$ cat config.mk
export PLATFORM = sky130hd
export DESIGN_NAME = shortest_job_first_queue_unit
export DESIGN_NICKNAME = d
export VERILOG_FILES = /design/src/rtl/sjfq_pkg.sv /design/src/rtl/shortest_job_first_queue_unit.sv /design/src/rtl/sjfq_cell.sv
export SDC_FILE = /design/constraint.sdc
export NUM_CORES = 1
export LEC_CHECK = 0
export BUFFER_PORTS_ARGS = -buffer_cell sky130_fd_sc_hd__buf_2
export CAP_MARGIN = 10
export CORE_MARGIN = 4
export CORE_UTILIZATION = 45
export CTS_BUF_LIST = sky130_fd_sc_hd__clkbuf_8
export DETAILED_ROUTE_END_ITERATION = 6
export RECOVER_POWER = 25
export SLEW_MARGIN = 20
export SYNTH_ARGS = -nofsm -noshare
export SYNTH_HDL_FRONTEND = slang
export SYNTH_SLANG_ARGS = --single-unit
$ cat constraint.sdc
create_clock -name i_clk -period 11.8 [get_ports i_clk]
set_clock_uncertainty 0.2 [all_clocks]
set_input_delay 2.36 -clock i_clk [delete_from_list [all_inputs] [get_ports i_clk]]
set_output_delay 2.36 -clock i_clk [all_outputs]
set_load 0.005 [all_outputs]
$ cat src/rtl/sjfq_pkg.sv
package sjfq_pkg;

    // Field widths
    localparam int KEY_W    = 16;
    localparam int ID_W     = 8;
    localparam int STATUS_W = 2;
    localparam int OCC_W    = 4;

    // Default queue depth
    localparam int QUEUE_DEPTH_DEF = 8;

    // Operation codes
    localparam logic OP_INSERT = 1'b0;
    localparam logic OP_POP    = 1'b1;

    // Status codes
    localparam logic [STATUS_W-1:0] ST_DONE  = 2'd0;
    localparam logic [STATUS_W-1:0] ST_FULL  = 2'd1;
    localparam logic [STATUS_W-1:0] ST_EMPTY = 2'd2;

    // One queued job
    typedef struct packed {
        logic [KEY_W-1:0] key;
        logic [ID_W-1:0]  id;
    } t_entry;

    // Per-cycle control broadcast to every cell
    typedef struct packed {
        logic   ins;
        logic   pop;
        t_entry new_entry;
    } t_cell_ctl;

endpackage

$ cat src/rtl/shortest_job_first_queue_unit.sv
// Channel  | Direction | Handshake               | Payload
// ---------+-----------+-------------------------+-----------------------------------
// input    | in        | i_in_valid / o_in_ready | i_op, i_burst_time, i_process_id
// output   | out       | o_out_valid/ i_out_ready| o_popped_id, o_popped_time,
//          |           |                         | o_status, o_occupancy
//
// The result of each accepted word appears in the output register
// on the next cycle. The row of cells compares every slot with the new key
// in parallel, so one word per cycle is sustained while the output is drained.
// A stalled output blocks input only while the output register is still full.
// Synchronous active-low reset empties the queue; slot contents are not cleared.
module shortest_job_first_queue_unit #(
    parameter int QUEUE_DEPTH = sjfq_pkg::QUEUE_DEPTH_DEF
) (
    input  logic                          i_clk,
    input  logic                          i_rst_n,
    input  logic                          i_in_valid,
    output logic                          o_in_ready,
    input  logic                          i_op,
    input  logic [sjfq_pkg::KEY_W-1:0]    i_burst_time,
    input  logic [sjfq_pkg::ID_W-1:0]     i_process_id,
    output logic                          o_out_valid,
    input  logic                          i_out_ready,
    output logic [sjfq_pkg::ID_W-1:0]     o_popped_id,
    output logic [sjfq_pkg::KEY_W-1:0]    o_popped_time,
    output logic [sjfq_pkg::STATUS_W-1:0] o_status,
    output logic [sjfq_pkg::OCC_W-1:0]    o_occupancy
);
    import sjfq_pkg::*;

    localparam int CNT_W = $clog2(QUEUE_DEPTH + 1);

    logic [CNT_W-1:0]    r_count;
    logic [CNT_W-1:0]    n_count;
    logic                r_out_valid;
    logic [ID_W-1:0]     r_popped_id;
    logic [KEY_W-1:0]    r_popped_time;
    logic [STATUS_W-1:0] r_status;
    logic [OCC_W-1:0]    r_occupancy;

    logic                accept;
    logic                full;
    logic                empty;
    logic [STATUS_W-1:0] status;
    logic [CNT_W+OCC_W-1:0] occ_ext;
    t_cell_ctl           ctl;
    t_entry              w_entry [QUEUE_DEPTH];
    logic                w_keep  [QUEUE_DEPTH];

    // Input side handshake
    assign o_in_ready = !r_out_valid || i_out_ready;
    assign accept     = i_in_valid && o_in_ready;
    assign full       = (r_count == CNT_W'(QUEUE_DEPTH));
    assign empty      = (r_count == '0);

    // Broadcast control to the row
    always_comb begin
        ctl.ins           = accept && (i_op == OP_INSERT) && !full;
        ctl.pop           = accept && (i_op == OP_POP) && !empty;
        ctl.new_entry.key = i_burst_time;
        ctl.new_entry.id  = i_process_id;
    end

    // Row of cells
    for (genvar g = 0; g < QUEUE_DEPTH; g++) begin : g_cell
        logic   occupied;
        logic   prev_keep;
        t_entry prev_entry;
        t_entry next_entry;

        assign occupied = (r_count > CNT_W'(g));

        if (g == 0) begin : g_first
            assign prev_keep  = 1'b1;
            assign prev_entry = ctl.new_entry;
        end else begin : g_mid
            assign prev_keep  = w_keep[g-1];
            assign prev_entry = w_entry[g-1];
        end

        if (g == QUEUE_DEPTH - 1) begin : g_last
            assign next_entry = '0;
        end else begin : g_inner
            assign next_entry = w_entry[g+1];
        end

        sjfq_cell u_cell (
            .i_clk        (i_clk),
            .i_ctl        (ctl),
            .i_occupied   (occupied),
            .i_prev_keep  (prev_keep),
            .i_prev_entry (prev_entry),
            .i_next_entry (next_entry),
            .o_entry      (w_entry[g]),
            .o_keep       (w_keep[g])
        );
    end

    // Count and status for this word
    always_comb begin
        n_count = r_count;
        status  = ST_DONE;
        if (accept) begin
            if (i_op == OP_INSERT) begin
                if (full) begin
                    status = ST_FULL;
                end else begin
                    n_count = r_count + CNT_W'(1);
                end
            end else begin
                if (empty) begin
                    status = ST_EMPTY;
                end else begin
                    n_count = r_count - CNT_W'(1);
                end
            end
        end
    end

    assign occ_ext = {{OCC_W{1'b0}}, n_count};

    // Hold control state
    always_ff @(posedge i_clk) begin
        if (!i_rst_n) begin
            r_count     <= '0;
            r_out_valid <= 1'b0;
        end else begin
            r_count <= n_count;
            if (accept) begin
                r_out_valid <= 1'b1;
            end else if (i_out_ready) begin
                r_out_valid <= 1'b0;
            end
        end
    end

    // Capture the result word
    always_ff @(posedge i_clk) begin
        if (accept) begin
            r_status    <= status;
            r_occupancy <= occ_ext[OCC_W-1:0];
            if (ctl.pop) begin
                r_popped_id   <= w_entry[0].id;
                r_popped_time <= w_entry[0].key;
            end else begin
                r_popped_id   <= '0;
                r_popped_time <= '0;
            end
        end
    end

    assign o_out_valid   = r_out_valid;
    assign o_popped_id   = r_popped_id;
    assign o_popped_time = r_popped_time;
    assign o_status      = r_status;
    assign o_occupancy   = r_occupancy;

`ifndef SYNTHESIS
    logic sorted_ok;

    always_comb begin
        sorted_ok = 1'b1;
        for (int k = 1; k < QUEUE_DEPTH; k++) begin
            if ((r_count > CNT_W'(k)) && (w_entry[k-1].key > w_entry[k].key)) begin
                sorted_ok = 1'b0;
            end
        end
    end

    a_count_bound: assert property (@(posedge i_clk) disable iff (!i_rst_n)
        r_count <= CNT_W'(QUEUE_DEPTH))
        else $error("queue count beyond depth");

    a_row_sorted: assert property (@(posedge i_clk) disable iff (!i_rst_n)
        sorted_ok)
        else $error("occupied cells out of order");

    a_pop_result: assert property (@(posedge i_clk) disable iff (!i_rst_n)
        ctl.pop |=> (o_out_valid && (o_status == ST_DONE)
                     && (o_popped_time == $past(w_entry[0].key))))
        else $error("pop did not return the head job");
`endif

endmodule

$ cat src/rtl/sjfq_cell.sv
// One slot of the sorted row. Cell 0 holds the shortest job; among equal
// burst times the older job sits nearer cell 0.
module sjfq_cell (
    input  logic               i_clk,
    input  sjfq_pkg::t_cell_ctl i_ctl,
    input  logic               i_occupied,
    input  logic               i_prev_keep,
    input  sjfq_pkg::t_entry   i_prev_entry,
    input  sjfq_pkg::t_entry   i_next_entry,
    output sjfq_pkg::t_entry   o_entry,
    output logic               o_keep
);
    import sjfq_pkg::*;

    t_entry r_entry;
    t_entry n_entry;

    // Stay put when this cell is occupied and its job is no longer than the incoming one
    assign o_keep  = i_occupied && (r_entry.key <= i_ctl.new_entry.key);
    assign o_entry = r_entry;

    // Choose hold, load new word, take from lower neighbour or from upper one
    always_comb begin
        n_entry = r_entry;
        if (i_ctl.ins) begin
            if (!o_keep) begin
                if (i_prev_keep) begin
                    n_entry = i_ctl.new_entry;
                end else begin
                    n_entry = i_prev_entry;
                end
            end
        end else if (i_ctl.pop) begin
            n_entry = i_next_entry;
        end
    end

    always_ff @(posedge i_clk) begin
        r_entry <= n_entry;
    end

endmodule
Word level (Yosys, flattened, before mapping)
Index checks and enable logic that the tools add are counted.
{ "word_totals": {"ff_bits": 227, "latch_bits": 0, "ramBits": 0, "romBits": 0, "input_bits": 29, "output_inout_bits": 32, "elab_cells": 118, "memories": 0} }
{ "classes": {"addsub": 2, "mul": 0, "div_mod_pow": 0, "magnitude_cmp": 16, "n_eq_ne": 9, "n_shift": 0, "muxes": 40, "bitwise": 1, "n_reduce_logical": 28} }
{ "ops": {"columns": ["operator", "count"], "rows": [
  ["$mux 24", 31],
  ["$le 16x16->1", 8],
  ["$gt 4x3->1 const B", 4],
  ["$mux 4", 4],
  ["$ne 2x2->1 const B", 8],
  ["$reduce_and 2->1", 8],
  ["$logic_and 1x1->1", 13],
  ["$gt 4x1->1 const B", 2],
  ["$gt 4x2->1 const B", 2],
  ["$add 4x1->4 const B", 1],
  ["$eq 4x4->1 const B", 1],
  ["$logic_not 4->1", 1],
  ["$mux 2", 2],
  ["$reduce_bool 2->1", 2],
  ["$sub 4x1->4 const B", 1],
  ["$logic_not 1->1", 3],
  ["$mux 1", 3],
  ["$logic_or 1x1->1", 1],
  ["$not 1->1", 1]
]} }

Longest topological paths before layout
Gate-level depths: netlist of the first run.
{ "logic_depth": {"depth_word": 7, "ltp_mapped": 11, "ltp_nobuf": 8} }

By module
A second synthesis of the first run with hierarchy kept.
{ "hier_totals": {"cells_unflattened": 1433, "area_unflattened_um2": 15090.7} }
{ "by_module_without_submodules": {"columns": ["module", "n_inst", "cells_each", "area_each_um2", "seq_area_each_um2"], "rows": [
  ["sjfq_cell", 8, 164, 1692.9, 720.7],
  ["shortest_job_first_queue_unit", 1, 121, 1547.7, 1001.0]
]} }

Least setup slack after synthesis of the first run
OpenSTA, ideal clock, no wires.
{ "synth_timing": {"path_kind": "input to register", "from": "input port i_burst_time[15] in the netlist's numbering", "to": "register g_cell[0].u_cell.r_entry (netlist bit g_cell[0].u_cell.o_entry[0]), enable pin", "setup_time_ps": 438, "arrival_ps": 5237, "required_ps": 11162, "path_slack_ps": 5925, "cell_stages": 11, "path_buffers": 3, "path_cell_list": "clkbuf_1 > inv_1 > ha_1 > nand4_1 > nor4_1 > a21boi_1 > a2111oi_1 > or3_1 > buf_2 > buf_6 > o21ai_0"} }
{ "synth_via": {"elab_chain_len": 4} }
{ "synth_lines": {"columns": ["item", "line", "text"], "rows": [
  ["from (decl)", "shortest_job_first_queue_unit.sv:20", "input logic [sjfq_pkg::KEY_W-1:0] i_burst_time,"],
  ["$le 16x16->1", "sjfq_cell.sv:19", "assign o_keep = i_occupied && (r_entry.key <= i_ctl.new_entry.key);"],
  ["$logic_and 1x1->1", "sjfq_cell.sv:19", null],
  ["$ne 2x2->1 (no line)", null, null],
  ["$reduce_and 2->1 (no line)", null, null],
  ["to (signal assigned)", "sjfq_cell.sv:39", "r_entry <= n_entry;"],
  ["to (decl)", "sjfq_cell.sv:15", "t_entry r_entry;"]
]} }
Every way passes these cells.
A chain may end at the register's enable or synchronous reset.

Worst setup path after layout of the first run
{ "layout_timing": {"from": "input port i_op", "to": "register g_cell[1].u_cell.r_entry (netlist bit g_cell[1].u_cell.o_entry[9]), enable pin"} }
{ "layout_via": {"elab_chain_len": 5, "word_cells_on_any_way": 8, "classes_between": "1 x eq/ne; 1 x bitwise; 6 x reduce/logical"} }
{ "layout_lines": {"columns": ["item", "line", "text"], "rows": [
  ["from (decl)", "shortest_job_first_queue_unit.sv:19", "input logic i_op,"],
  ["$not 1->1", null, null],
  ["$logic_and 1x1->1 (2 in a row)", "shortest_job_first_queue_unit.sv:58", "ctl.ins = accept && (i_op == OP_INSERT) && !full;"],
  ["$ne 2x2->1 (no line) or $reduce_bool 2->1 (tied branches)", null, null],
  ["$reduce_and 2->1 (no line) *", null, null],
  ["to (signal assigned)", "sjfq_cell.sv:39", null],
  ["to (decl)", "sjfq_cell.sv:15", null]
]} }
Mark *: on every way between the ends. The rest lies on a longest branch, timed or not.

==> impl_metrics.yaml, run 1 <==
pwr:
  cellLeakagePower_nw: 5.60
  power.share.sequential_pct: 46.8
  post-layout-total-power_mw: 2.49
  clockPowerShare_pct: 28.4
  netSwitchingFraction_pct: 32.5
  gate_power_share_pct: 24.8
  net-switching-power_mw: 0.812
  p_int_mw: 1.68
  max-vdd-ir-drop_uv: 78.4
  cell_area_power_density_nw_per_um2: 165
clocking:
  cts-htree-levels: 2
  clock-sinks: 227
  cts_root_buf: "clkbuf_8"
  max-clock-path-buffers: 3
  cts_tree: "yes"
  postCtsHoldBufs: 0
  clkSlewWorstSetupHoldPaths_ns: 0.06
  total_clock_buffers_created_by_cts: 40
  post_cts_resize_count: 0
  clk_latency_ns: 0.56
  cts_setup_buffers: 0
timing:
  timing_worst_slew_pin_value_ns: 4.95
  post-route-period-util_pct: 71.5
  grt_setup_unrepaired: "no"
  finalSetupViolations: 0
  finalMaxSlewViolations: 199
  setup_tns_ns: 0
  final-hold-violation-count: 0
  fmax_mhz: 119
  fin_crit_ns: 8.44
  fin_worst_hold_slack_ns: 0.354
  worst_slew_margin_rel_pct: -230
  final.setup.worst_slack_ns: 3.36
synthesis:
  synth_ff_type: "edfxtp_1"
  syn-cell-area_um2: 13800
  synthDominantAreaCellType: "edfxtp_1"
  yosysUniqueCellTypes: 57
  postSynth.asyncResetShare_pct: 0
  average_cell_area_after_synthesis_um2: 12.1
  netlist_top_cells_count: "edfxtp_1, ha_1, nand2_1, o221a_2"
  synth_largest_type_area_fraction_pct: 48.3
  netlist_top_cells_area: "edfxtp_1, ha_1, o221a_2"
  sequential_fraction_of_the_synthesis_area_pct: 49.0
  postSynthCellCount: 1142
  synth_most_common_cell: "edfxtp_1"
  mappedNetlistNets: 1303
  synth_warnings: 0
  ys_ff_latch: 227
  synth_enable_flop_cells: 222
hold_path:
  hold_path_class: "reg -> reg"
critical_path:
  worstPathArrival_ns: 8.40
  endpoint_kind: "flip-flop"
  critical_path.startpoint_type: "input pin"
  timing.critical_path.cells: "clkbuf_1 > nand3b_1 > a31oi_4 > clkbuf_1 > o21ai_2 > nand2_2"
  crit_slowest_cell: "clkbuf_1"
  timing.critical_path.slowest_cell_delay_ns: 3.49
  setup.worst_path.class: "in -> reg"
  cp.required_ns: 11.76
  critPathMostFrequentCell: "clkbuf_1"
  critical_path.max_fanout: 114
global_route:
  grt_pass1_wl_um: 68700
  antenna_found_initial: 1
  globalRouteOverflowTotal: 0
  first_global_vias: 10400
  pin_count_of_the_biggest_net_entering_global_routing: 115
  grt_use_total_pct: 27.4
layout:
  area_growth_pct: 9.38
  final_layout_size_suffix_gt1_share_pct: 22.3
  post_layout_nonfiller_instances: 1598
  final_net_count: 1337
  postLayoutCoreUtil_pct: 50.4
  design_area_um2: 15100
run:
  timing.max_cap.violations: 4
routing:
  drt-initial-drc-count: 1251
  detail_route.first_pass.iterations: 6
  via_density: 6.69
  route.final.wire_length_um: 46800
  drt_drc_violations_left: 0
  antenna_violating_nets_post_route: 0
  avgRoutedWirePerCell_um: 29.3
  route.vias.total: 10700
placement:
  globalplace.congestion: 0.946
  dp.cells: 1523
  detailed_place_hpwl_um: 29400
  dpl_worst_slack_ns: 4.99
  numPortBuffers: 60
  dpl_cell_area_um2: 14400
run_status:
  violations_in_the_final_reports: "capacitance limit, slew limit"
  status: "finished, violations left"
die:
  i_o_pin_cnt: 61
  floorplan.die.height_um: 183
  core_region_area_um2: 30000
  row_count: 63
  floorplan.die_area_um2: 33500
  floorplan.die.width_um: 183
  initial_utilization_pct: 46.1
## power groups by stage
stage / combinational (mW) / sequential (mW) / clock (mW)
after floorplan: 0.423 / 1.13 / 0
after global placement: 0.593 / 1.18 / 0
after detailed placement: 0.602 / 1.18 / 0
after CTS: 0.607 / 1.16 / 0.719
after global routing: 0.671 / 1.18 / 0.758
final: 0.617 / 1.17 / 0.709
## worst max-delay path: cells and delay by family
kind                   cells  cell delay [ns]
buffers and inverters      2             3.71
AO/OA/AOI/OAI              2             0.80
AND/OR/NAND/NOR            2             1.48
## placed cells by master, fill, tap and decap left out, types with 7 or more instances in the layout
| cell type | Yosys | routed |
|---|---|---|
| nand4_1 | 23 | 23 |
| clkinv_1 | 0 | 9 |
| buf_2 | 21 | 40 |
| o21ai_0 | 36 | 36 |
| o22a_1 | 69 | 69 |
| nand2_1 | 83 | 80 |
| inv_1 | 32 | 47 |
| nor3_1 | 7 | 7 |
| or2_2 | 69 | 69 |
| o221a_2 | 76 | 76 |
| nand3_1 | 16 | 13 |
| and2_1 | 31 | 13 |
| a21oi_1 | 56 | 56 |
| nor2_1 | 17 | 17 |
| clkbuf_1 | 49 | 23 |
| clkbuf_8 | 0 | 40 |
| and2_0 | 0 | 18 |
| edfxtp_1 | 222 | 222 |
| a22o_1 | 25 | 25 |
| nor2b_1 | 7 | 7 |
| buf_4 | 9 | 15 |
| ha_1 | 132 | 132 |
| o221a_1 | 68 | 68 |
## path summary, 6_finish.rpt
path	from	cells after the start	slack, ns	end
max	i_op	6	3.36	g_cell[1].u_cell.o_entry[9]$_DFFE_PP_
min reg2reg	g_cell[1].u_cell.o_entry[1]$_DFFE_PP_	2	0.35	g_cell[0].u_cell.o_entry[1]$_DFFE_PP_
min	g_cell[1].u_cell.o_entry[1]$_DFFE_PP_	2	0.35	g_cell[0].u_cell.o_entry[1]$_DFFE_PP_
max reg2reg	r_count[1]$_SDFF_PN0_	7	4.67	g_cell[4].u_cell.o_entry[11]$_DFFE_PP_
## logic make-up (layout without fill, tap and decap cells)
logic type | Yosys count | count (layout) | synth area share (%)
flip-flops | 227 | 227 | 49.0
buffers and inverters | 119 | 184 | 4.00
other | 0 | 1 | 0
XOR/XNOR | 2 | 2 | 0.127
adder cells (fa/ha/maj) | 132 | 132 | 12.0
AND/OR/NAND/NOR | 275 | 275 | 10.6
AO/OA/AOI/OAI | 387 | 387 | 24.3
## layer usage
layer | share of wire [%] | GRT usage (%) | wire length, µm
met5 | 0 | 0 | 0
met4 | 4.3 | 10.4 | 1990
met3 | 8.0 | 3.41 | 3730
met2 | 46 | 44.6 | 21700
met1 | 41 | 37.6 | 19400
## sequential cells by signal, indices dropped and copies added (netlist names)
register,cells
r_count,4
g_cell.u_cell.o_entry,192
o_status,2
o_popped_id,8
o_occupancy,4
o_out_valid,1
o_popped_time,16
## area by class of cell
| cell class | count | area (µm²) |
|---|---|---|
| antenna | 1 | 2.50 |
| clock buffer | 40 | 551 |
| clock inverter | 33 | 198 |
| fill | 2722 | 14900 |
| inverter | 32 | 120 |
| multi-input combinational | 796 | 6550 |
| sequential | 227 | 6770 |
| tap | 390 | 488 |
| timing repair buffer | 79 | 427 |
Note: power is estimated with default switching activity, not from simulation.
==> run 2: changes to the inputs <==
- clock period: 11.8 -> 7.1 ns (I/O delays scaled with it)
==> run 2 against run 1 <==
Against the previous run: final area about the same; die area unchanged; highest routed layer is now met5; the run still ends with capacitance limit, slew limit left; sequential power up 65%; sequential cell count unchanged.
==> impl_metrics.yaml, run 2 (same netlist as run 1, synthesis figures left out) <==
timing:
  finalMaxSlewViolations: 99
  post-route-period-util_pct: 72.3
  final.setup.worst_slack_ns: 1.97
  setup_tns_ns: 0
  fin_crit_ns: 5.13
  worst_slew_margin_rel_pct: -42.5
  finalSetupViolations: 0
  timing_worst_slew_pin_value_ns: 2.13
  grt_setup_unrepaired: "no"
  fmax_mhz: 195
  final-hold-violation-count: 0
  fin_worst_hold_slack_ns: 0.370
pwr:
  max-vdd-ir-drop_uv: 146
  post-layout-total-power_mw: 4.09
  cellLeakagePower_nw: 5.61
  cell_area_power_density_nw_per_um2: 271
routing:
  route.vias.total: 10400
  drt-initial-drc-count: 884
  route.final.wire_length_um: 40500
  detail_route.first_pass.iterations: 5
  avgRoutedWirePerCell_um: 25.4
  via_density: 6.49
  antenna_violating_nets_post_route: 0
  drt_drc_violations_left: 0
layout:
  most-common-layout-cells: "edfxtp_1, ha_1, nand2_1, o221a_2"
  largest_reg_flops: 192
  design_area_um2: 15100
  area_growth_pct: 9.35
  fillCellCount: 2705
  postLayoutCoreUtil_pct: 50.4
  final_layout_size_suffix_gt1_share_pct: 22.1
  antenna_cells: 0
  final_common_cell: "edfxtp_1"
  layout.area.seq_um2: 6770
  post_layout_nonfiller_instances: 1597
  final_net_count: 1339
  multiInputGateArea_um2: 6540
die:
  initial_utilization_pct: 46.1
  floorplan.die.width_um: 183
  floorplan.die_area_um2: 33500
  core_region_area_um2: 30000
  floorplan.die.height_um: 183
  row_count: 63
  i_o_pin_cnt: 61
clocking:
  clock-sinks: 227
  cts-htree-levels: 2
  clkSlewWorstSetupHoldPaths_ns: 0.06
  cts_tree: "yes"
  post_cts_resize_count: 0
  postCtsHoldBufs: 0
  total_clock_buffers_created_by_cts: 42
  cts_setup_buffers: 0
  max-clock-path-buffers: 3
  cts_root_buf: "clkbuf_8"
  clk_latency_ns: 0.55
global_route:
  antenna_found_initial: 3
  grt_use_total_pct: 23.6
  pin_count_of_the_biggest_net_entering_global_routing: 63
  globalRouteOverflowTotal: 0
  first_global_vias: 10400
  grt_pass1_wl_um: 61900
placement:
  detailed_place_hpwl_um: 28300
  dpl_cell_area_um2: 14400
  dp.cells: 1523
  numPortBuffers: 60
  globalplace.congestion: 0.912
  dpl_worst_slack_ns: 1.32
critical_path:
  critical_path.max_fanout: 46
  endpoint_kind: "flip-flop"
  worst_r2r_path_depth: 8
  cp.required_ns: 7.12
  timing.critical_path.slowest_cell_delay_ns: 1.08
  worstPathArrival_ns: 5.16
  timing.critical_path.cells: "buf_2 > nand2b_1 > nand2_1 > nor2_1 > o21ai_4 > clkbuf_1 > or3_2 > o21ai_2 > buf_4"
  setup.worst_path.class: "in -> reg"
  critical_path.startpoint_type: "input pin"
  crit_slowest_cell: "or3_2"
hold_path:
  min_delay_path_depth: 2
  hold_path_class: "reg -> reg"
run:
  timing.max_cap.violations: 3
run_status:
  status: "finished, violations left"
  violations_in_the_final_reports: "capacitance limit, slew limit"
## run 2: cell count changes in the layout (fill, tap and decap cells not counted), sizes merged
cell    previous run  this run
buf               56        58
inv               49        47
clkbuf            63        64
clkinv            13        12
diode              1         0
## run 2: layout make-up
cell class | instances | area share [%]
flip-flops and latches | 227 | 44.8
multi-input cells | 796 | 43.3
clock buffers | 43 | 3.92
well taps | 390 | 3.23
repair buffers | 79 | 2.77
clock inverters | 30 | 1.15
inverters | 32 | 0.796
## run 2: report_power, final
group | internal, mW | switching (mW)
combinational | 0.429 | 0.526
clock | 0.632 | 0.569
sequential | 1.76 | 0.176
total | 2.82 | 1.27
## run 2: worst max-delay path, delay by kind of cell
family | cells | cell delay (ns)
buffers and inverters | 3 | 1.22
AO/OA/AOI/OAI | 2 | 0.48
AND/OR/NAND/NOR | 4 | 2.00
## run 2: per-layer routing
metal / track usage (%) / wire (µm) / up-vias
met1: 32.0 / 17500 / 5165
li1: - / - / 4700
met2: 39.3 / 19400 / 382
met4: 7.42 / 1220 / 6
met5: 0 / 30 / -
met3: 3.41 / 2350 / 105
## run 2: final timing paths
check | startpoint | to | slack (ns)
worst max register to register | r_count[1]$_SDFF_PN0_ | g_cell[0].u_cell.o_entry[6]$_DFFE_PP_ | 2.35
worst max-delay path | i_out_ready | g_cell[0].u_cell.o_entry[6]$_DFFE_PP_ | 1.97
worst min-delay path | g_cell[1].u_cell.o_entry[3]$_DFFE_PP_ | g_cell[0].u_cell.o_entry[3]$_DFFE_PP_ | 0.37
worst min register to register | g_cell[1].u_cell.o_entry[3]$_DFFE_PP_ | g_cell[0].u_cell.o_entry[3]$_DFFE_PP_ | 0.37
